**src/design/avs_pkg.sv**
```systemverilog
// Shared types for the ascending value sorter: controller commands and datapath status.
`timescale 1ns / 1ps

package avs_pkg;

	// Width of one element and of the signed values in flight
	localparam int unsigned VALUE_W = 32;

	// Commands from the controller to the datapath
	typedef struct packed {
		logic load;   // insert the accepted word (or drop it when full)
		logic pop;    // remove the head word, which has just been taken
	} avs_cmd_t;

	// Status from the datapath to the controller
	typedef struct packed {
		logic one_left;   // exactly one word is still held
	} avs_sts_t;

endpackage : avs_pkg

```
**src/design/ascending_value_sorter_core.sv**
```systemverilog
// Top level of the ascending value sorter: controller and insertion-cell datapath.
`timescale 1ns / 1ps

// The sorter takes a run of signed 32-bit words, one per input handshake, with
// the final word of the run marked by last. Each word is inserted into a sorted
// row of MAX_ELEMENTS registers as it arrives; words that arrive once the row is
// full are dropped, and every result of that run then carries the overflow flag.
// After the final word the block stops taking input and returns the held words
// in ascending order, one result word per cycle while res_ready is high, with
// last_res on the final one. The single insertion row takes one word per cycle
// while loading and shifts out one word per cycle from its head while res_ready
// is high. Input is taken again in the cycle after the final result word is
// accepted. There is no clearing pass after reset: only cells below the fill
// count are ever read.
module ascending_value_sorter_core #(
	parameter int unsigned MAX_ELEMENTS = 16
) (
	input  logic                               clk,
	input  logic                               arst_n,
	input  logic                               item_valid,
	output logic                               item_ready,
	input  logic signed [avs_pkg::VALUE_W-1:0] value,
	input  logic                               last,
	output logic                               res_valid,
	input  logic                               res_ready,
	output logic signed [avs_pkg::VALUE_W-1:0] value_res,
	output logic                               last_res,
	output logic                               overflow
);

	// Command and status between the state machine and the cell row.
	avs_pkg::avs_cmd_t cmd;
	avs_pkg::avs_sts_t sts;

	// The controller decides when a word is loaded and when the head word leaves.
	avs_ctrl u_ctrl (
		.clk        (clk),
		.arst_n     (arst_n),
		.item_valid (item_valid),
		.item_ready (item_ready),
		.last       (last),
		.res_valid  (res_valid),
		.res_ready  (res_ready),
		.cmd        (cmd),
		.sts        (sts)
	);

	// The datapath keeps the words sorted, so the smallest always sits at the head.
	avs_dp #(
		.MAX_ELEMENTS (MAX_ELEMENTS)
	) u_dp (
		.clk       (clk),
		.arst_n    (arst_n),
		.cmd       (cmd),
		.sts       (sts),
		.value     (value),
		.value_res (value_res),
		.last_res  (last_res),
		.overflow  (overflow)
	);

endmodule : ascending_value_sorter_core

```
**src/design/avs_ctrl.sv**
```systemverilog
// Controller state machine of the ascending value sorter: load phase and emit phase.
`timescale 1ns / 1ps

module avs_ctrl (
	input  logic              clk,
	input  logic              arst_n,
	input  logic              item_valid,
	output logic              item_ready,
	input  logic              last,
	output logic              res_valid,
	input  logic              res_ready,
	output avs_pkg::avs_cmd_t cmd,
	input  avs_pkg::avs_sts_t sts
);

	typedef enum logic [1:0] {
		ST_LOAD = 2'b01,
		ST_EMIT = 2'b10
	} state_t;

	state_t state_q;
	state_t state_nxt;

	logic in_take;
	logic out_take;

	assign item_ready = (state_q == ST_LOAD);
	assign res_valid  = (state_q == ST_EMIT);
	assign in_take    = item_valid && item_ready;
	assign out_take   = res_valid && res_ready;

	assign cmd.load = in_take;
	assign cmd.pop  = out_take;

	always_comb begin
		state_nxt = state_q;
		unique case (state_q)
			ST_LOAD: begin
				if (in_take && last) begin
					state_nxt = ST_EMIT;
				end
			end
			ST_EMIT: begin
				if (out_take && sts.one_left) begin
					state_nxt = ST_LOAD;
				end
			end
			default: begin
				state_nxt = ST_LOAD;
			end
		endcase
	end

	always_ff @(posedge clk or negedge arst_n) begin
		if (!arst_n) begin
			state_q <= ST_LOAD;
		end else begin
			state_q <= state_nxt;
		end
	end

endmodule : avs_ctrl

```
**src/design/avs_dp.sv**
```systemverilog
// Datapath of the ascending value sorter: a sorted row of insertion cells with a shift-out head.
`timescale 1ns / 1ps

module avs_dp #(
	parameter int unsigned MAX_ELEMENTS = 16
) (
	input  logic                                clk,
	input  logic                                arst_n,
	input  avs_pkg::avs_cmd_t                   cmd,
	output avs_pkg::avs_sts_t                   sts,
	input  logic signed [avs_pkg::VALUE_W-1:0]  value,
	output logic signed [avs_pkg::VALUE_W-1:0]  value_res,
	output logic                                last_res,
	output logic                                overflow
);

	localparam int unsigned CNT_W = $clog2(MAX_ELEMENTS + 1);

	logic signed [avs_pkg::VALUE_W-1:0] cell_q   [MAX_ELEMENTS];
	logic signed [avs_pkg::VALUE_W-1:0] cell_ins [MAX_ELEMENTS];
	logic [MAX_ELEMENTS-1:0]            shift;
	logic [CNT_W-1:0]                   count_q;
	logic                               ovf_q;
	logic                               full;

	assign full = (count_q == CNT_W'(MAX_ELEMENTS));

	// Held cells above the new word move up one place; the row stays sorted.
	always_comb begin
		for (int i = 0; i < MAX_ELEMENTS; i++) begin
			shift[i] = (CNT_W'(i) < count_q) && (cell_q[i] > value);
		end
	end

	genvar g;
	generate
		for (g = 0; g < MAX_ELEMENTS; g++) begin : g_cell
			if (g == 0) begin : g_head
				always_comb begin
					cell_ins[g] = (shift[g] || (count_q == CNT_W'(g))) ? value : cell_q[g];
				end
			end else begin : g_body
				always_comb begin
					if (shift[g-1]) begin
						cell_ins[g] = cell_q[g-1];
					end else if (shift[g] || (count_q == CNT_W'(g))) begin
						cell_ins[g] = value;
					end else begin
						cell_ins[g] = cell_q[g];
					end
				end
			end

			if (g == MAX_ELEMENTS - 1) begin : g_top
				always_ff @(posedge clk) begin
					if (cmd.load && !full) begin
						cell_q[g] <= cell_ins[g];
					end
				end
			end else begin : g_mid
				always_ff @(posedge clk) begin
					if (cmd.load && !full) begin
						cell_q[g] <= cell_ins[g];
					end else if (cmd.pop) begin
						cell_q[g] <= cell_q[g+1];
					end
				end
			end
		end
	endgenerate

	always_ff @(posedge clk or negedge arst_n) begin
		if (!arst_n) begin
			count_q <= '0;
			ovf_q   <= 1'b0;
		end else begin
			if (cmd.load) begin
				if (full) begin
					ovf_q <= 1'b1;
				end else begin
					count_q <= count_q + CNT_W'(1);
				end
			end else if (cmd.pop) begin
				count_q <= count_q - CNT_W'(1);
				if (count_q == CNT_W'(1)) begin
					ovf_q <= 1'b0;
				end
			end
		end
	end

	assign sts.one_left = (count_q == CNT_W'(1));
	assign value_res    = cell_q[0];
	assign last_res     = sts.one_left;
	assign overflow     = ovf_q;

endmodule : avs_dp

```
**config.mk**
```make
export PLATFORM = sky130hd
export DESIGN_NAME = ascending_value_sorter_core
export DESIGN_NICKNAME = d
export VERILOG_FILES = /design/src/design/avs_pkg.sv /design/src/design/ascending_value_sorter_core.sv /design/src/design/avs_ctrl.sv /design/src/design/avs_dp.sv
export SDC_FILE = /design/constraint.sdc
export NUM_CORES = 2
export LEC_CHECK = 0
export ABC_AREA = 1
export BUFFER_PORTS_ARGS = -buffer_cell sky130_fd_sc_hd__buf_2
export CAP_MARGIN = 40
export CELL_PAD_IN_SITES_DETAIL_PLACEMENT = 1
export CELL_PAD_IN_SITES_GLOBAL_PLACEMENT = 1
export CORE_UTILIZATION = 30
export CTS_BUF_LIST = sky130_fd_sc_hd__clkbuf_8
export DETAILED_ROUTE_END_ITERATION = 7
export PLACE_DENSITY = 0.69
export SLEW_MARGIN = 20
export SYNTH_ARGS = -nofsm -noshare
export SYNTH_HDL_FRONTEND = slang
export SYNTH_SLANG_ARGS = --single-unit
```
**constraint.sdc**
```tcl
create_clock -name clk -period 4.1 [get_ports clk]
set_clock_uncertainty 0.15 [all_clocks]
set_input_delay 0.82 -clock clk [delete_from_list [all_inputs] [get_ports clk]]
set_output_delay 0.82 -clock clk [all_outputs]
set_load 0.05 [all_outputs]
```
# Word-level counts from Yosys, hierarchy flattened
# Memories as Yosys holds them, arrays and structs flattened.
# Index checks and enable logic that the tools add are counted.
[classes]
addsub = 2
n_mul = 0
n_div = 0
n_lt_le_gt_ge = 32
eq_ne = 22
n_shift = 0
mux = 61
bitwise = 15
n_reduce_logical = 44
[ops]
columns = ["op", "count"]
rows = [
  ["32-bit two-way mux", 46],
  ["32-bit greater-than comparator", 16],
  ["5-bit by 4-bit == test with 1-bit output (second input constant)", 8],
  ["4-bit by 5-bit < comparator with 1-bit output (first input constant)", 8],
  ["1-bit logical AND", 21],
  ["5-bit by 3-bit == test with 1-bit output (second input constant)", 4],
  ["3-bit by 5-bit < comparator with 1-bit output (first input constant)", 4],
  ["1-bit logical OR", 16],
  ["5-bit two-way mux", 3],
  ["1-bit OR", 15],
  ["5-bit by 2-bit == test with 1-bit output (second input constant)", 2],
  ["1-bit by 5-bit < comparator with 1-bit output (first input constant)", 2],
  ["2-bit by 5-bit < comparator with 1-bit output (first input constant)", 2],
  ["1-bit two-way mux", 9],
  ["2-bit != test (second input constant)", 3],
  ["5-bit by 1-bit adder with 5-bit output (second input constant)", 1],
  ["5-bit by 1-bit == test with 1-bit output (second input constant)", 1],
  ["5-bit == test (second input constant)", 1],
  ["5-bit zero test", 1],
  ["5-bit by 1-bit subtractor with 5-bit output (second input constant)", 1],
  ["2-bit two-way mux", 2],
  ["2-bit case mux with 2 select lines", 1],
  ["2-bit AND reduction", 2],
  ["2-bit nonzero test", 2],
  ["other kinds (5)", 5],
]
[word_totals]
reg_bits = 8
latch_bits = 0
ram_bits = 512
rom_bits = 0
mem_count = 1
[mem_list]
columns = ["name", "words", "width", "read_ports", "rd_ports_with_merged_regs", "write_ports", "line", "text"]
rows = [
  ["u_dp.cell_q", 16, 32, 16, 0, 16, "avs_dp.sv:19", "logic signed [avs_pkg::VALUE_W-1:0] cell_q [MAX_ELEMENTS];"],
]

# Longest topological paths before layout
[depth]
ltp_word = 6
ltp_mapped = 20
mapped_depth_nobuf = 19

# Cells and area by module
# Synthesis repeated with hierarchy kept, for this count alone.
[unflattened]
cells_unflattened = 5608
area_unflattened_um2 = 42514.5
[by_module_without_submodules]
columns = ["module", "n_inst", "cells_per_inst", "area_each_um2", "seq_area_each_um2"]
rows = [
  ["avs_dp", 1, 5589, 42385.7, 15524.9],
  ["avs_ctrl", 1, 19, 128.9, 51.3],
]

# Least setup slack after synthesis
# Ideal clock, no wire load.
[synth_timing]
kind = "input to register"
start = "input value[31] in the netlist's numbering"
end = "memory u_dp.cell_q[0][0] in the netlist's numbering (enable)"
setup_time_ns = 0.441
t_arrival_ns = 4.575
required_ns = 3.509
setup_slack_ns = -1.065
cell_stages = 13
path_cell_list = "inv_1 clkbuf_1 ha_1 nand2_1 nor4_2 and2_1 nand2_1 nand2_1 nand2_1 nand2_2 nand2_4 buf_6 a31oi_1"
[synth_lines]
columns = ["element", "line", "text"]
rows = [
  ["start, declared", "ascending_value_sorter_core.sv:22", "input logic signed [avs_pkg::VALUE_W-1:0] value,"],
  ["end, declared", "avs_dp.sv:19", ""],
]

==> results.tsv <==
stage	metric	value	unit
outcome	status	finished, final reports clean	
synthesis	synth-simple-area-share	32.7	%
detailed_routing	first_pass_iters	6	
clocking	cts_buffer_depth	3	
clocking	numCtsBuffers	103	
critical_path	cp_max_fo	32	
pwr	vdd_drop_max	0.000453	V
worst_hold_path	whs_endpoint	u_dp.cell_q[0][16]	
synthesis	netlist_instances	5572	
grt	antenna_found_initial	9	
critical_path	reg2reg_from	u_dp.count_q[1]	
critical_path	end_kind	register	
sta	hold_viol_final	0	
sta	fin_crit	3.76	ns
sta	rsz0062_at_grt	no	
pwr	powerDensity	767	mW/mm2
pwr	sw_frac_of_total	49.0	%
critical_path	rr_worst_depth	15	
synthesis	ys_seq_area_share	36.7	%
detailed_routing	wl	164000	um
place	place_congestion	0.922	
detailed_routing	drtIter0Drc	3116	
detailed_routing	wire_per_inst	21.7	um
place	port_buffers	72	
floorplan	start_util	30.3	%
sta	fin_crit_sh	91.7	%
floorplan	die_h	378	um
critical_path	startpoint_type	register	
place	dp_hpwl	120000	um
pwr	combPwrFrac	53.0	%
critical_path	cp_slowest_cell	dfrtp_1	
clocking	clkLatencyLatePin	0.85	ns
floorplan	core_area	0.140	mm2
sta	setup_violations	0	
synthesis	synthAdderAreaFrac	15.2	%
floorplan	fp.dieArea	0.143	mm2
synthesis	synth_compound_area_share	5.82	%
sta	fmaxAchievable	266	MHz
floorplan	ios	73	
synthesis	synth_mux_area_share	0	%
finish	area_growth	12.6	%
worst_hold_path	whs_path_depth	3	
synthesis	synth_nets	6126	
pwr	pwr-share-clk	14.6	%
detailed_routing	ant_nets	0	
finish	fin_util	34.2	%
place	dp_slack	-0.00128	ns
synthesis	ys.warnings.count	0	
sta	fin_hold_ws	0.135	ns
sta	relSlewSlack	25.6	%
worst_hold_path	hp-start	value[16]	
sta	timing.final.ws_setup	0.341	ns
detailed_routing	routed_via_density	5.37	
grt	track_usage	22.9	%
detailed_routing	via_count	40800	
sta	tightest_slew	1.12	ns
critical_path	required	4.45	ns
clocking	cts_num_sinks	520	
pwr	p_leak	23.0	nW
critical_path	worstPathArrival	4.11	ns
floorplan	chipWidth	378	um
grt	grt_pass1_vias	42300	
flow_run	cap_violations	0	
finish	drive_above_1_share	8.83	%
pwr	p_int	0.0187	W
grt	overflow	0	
critical_path	worstSetupPathType	reg2reg	
finish	final_cell_mix	nand2_1, inv_1, ha_1	
pwr	p_sw	0.0180	W
detailed_routing	drc_errors	0	
finish	layout.nets	6173	
synthesis	ys_types	45	
clocking	htree_levels	3	
grt	grt_pass1_wl	254000	um
synthesis	synth_area	0.0424	mm2
grt	grt_max_degree	173	
clocking	cts_setup_buffers	0	
synthesis	synth_top_family_by_area	simple AND/OR/NAND/NOR gates	
worst_hold_path	hold_class	in2reg	
critical_path	rr_endpoint	u_dp.cell_q[0][41]	
critical_path	path_cells	inv_1, ha_1, and2_1, inv_1, nor2_1, buf_4, inv_1, nand2_1, inv_2, nor2_4, buf_4, inv_2, nand2_1, clkinvlp_4, buf_12	
clocking	clk_pin_slew	0.07	ns
pwr	power_frac_seq	32.4	%
critical_path	path_common_cell	inv_1	
synthesis	synth_xor_area_share	0.103	%
synthesis	syn_area_per_cell	7.61	um2
floorplan	rows	137	
finish	final_common_cell	nand2_1	
sta	slew_viol_final	0	
clocking	cts_tree	built	
critical_path	r2r_slack	0.34	ns
critical_path	cpPeakStageDelay	0.53	ns
synthesis	ys_ff_latch	520	
clocking	root_buffer	clkbuf_8	
==> power by group through the flow <==
stage	sequential, W	clock, W	combinational [W]
after floorplan	0.0108	0	0.0134
after global placement	0.0119	0	0.0184
after detailed placement	0.0119	0	0.0193
after CTS	0.0118	0.00545	0.0194
after global routing	0.0120	0.00565	0.0219
final	0.0119	0.00534	0.0194
==> Yosys cell counts, drive strengths merged <==
master	count	share of area, %
a21boi	2	0.044
a21o	1	0.018
a21oi	287	3.4
a22oi	1	0.029
a31oi	3	0.044
a41oi	4	0.14
and2	2	0.029
and3	9	0.13
buf	160	2.3
clkbuf	186	1.6
dfrtp	7	0.41
dfstp	1	0.062
edfxtp	512	36
ha	517	15
inv	612	5.4
nand2	1912	17
nand3	529	6.6
nand3b	1	0.018
nand4	445	6.6
nor2	180	1.6
nor3	35	0.46
nor4	10	0.36
o211ai	1	0.018
o21a	32	0.57
o21ai	91	1.1
o21bai	26	0.46
o31ai	1	0.018
xnor2	1	0.021
xor2	4	0.083
==> cell type report <==
cell class | instances | area (um2)
Timing Repair Buffer | 288 | 2610
Clock inverter | 83 | 417
Fill cell | 17300 | 92100
Clock buffer | 111 | 1530
Antenna cell | 7 | 17.5
Inverter | 612 | 2320
Multi-Input combinational cell | 4094 | 23000
Sequential cell | 520 | 15600
Tap cell | 1876 | 2350
==> metrics by stage <==
step | setup TNS (ns) | total power (W) | area (um2) | std cells
after global routing | 0 | 0.0396 | 47800 | 7586
after global placement | 0 | 0.0303 | 45700 | 7385
after floorplan | 0 | 0.0241 | 42500 | 5572
after CTS | 0 | 0.0367 | 47700 | 7583
after detailed placement | -0.00628 | 0.0312 | 45800 | 7387
final | 0 | 0.0366 | 47800 | 7591
==> state kept, by name, indices dropped and copies added, names as in the netlist <==
register	count
u_ctrl.state_q	2
u_dp.cell_q	512
u_dp.overflow	1
u_dp.count_q	5
==> worst max-delay path, delay by kind of cell, from the launching register on <==
kind / cells / cell delay (ns)
buffers and inverters: 9 / 1.86
adder cells (fa/ha/maj): 1 / 0.25
flip-flops: 1 / 0.53
AND/OR/NAND/NOR: 5 / 0.57
==> kinds of logic (layout without fill, tap and decap cells) <==
| group | count (synthesis) | after routing |
|---|---|---|
| DFF | 520 | 520 |
| other | 0 | 7 |
| and+or+nand+nor | 3123 | 3123 |
| AOI/OAI and AO/OA | 449 | 449 |
| xor gates and xnor gates | 5 | 5 |
| buffers and inverters | 958 | 1094 |
| adders and majority gates | 517 | 517 |
==> worst max-delay path by stage <==
stage	startpoint	endpoint	slack [ns]	depth (start not counted)
final	u_dp.count_q[1]	u_dp.cell_q[0][41]	0.34	15
after detailed placement	value[9]	u_dp.cell_q[1][58]	-0.001	18
after global routing	u_dp.count_q[1]	u_dp.cell_q[5][45]	0.19	15
after CTS	u_dp.count_q[3]	last_res	0.32	6
after floorplan	value[19]	u_dp.cell_q[3][32]	0.005	14
after global placement	value[13]	u_dp.cell_q[1][14]	0.04	15
==> repair_timing <==
action	CTS	global route
endpoints found under the hold margin	9	0
hold buffers	2	0
resized for setup	0	0
==> metal layers <==
layer  track usage (%)  wire, um  part of all wire [%]
met5             0.446       112                 0.068
met3              3.49      9410                   5.7
met2              37.3     75400                    46
met4              7.30      4980                   3.0
met1              30.8     74600                    45
(Power assumes the default switching activity.)
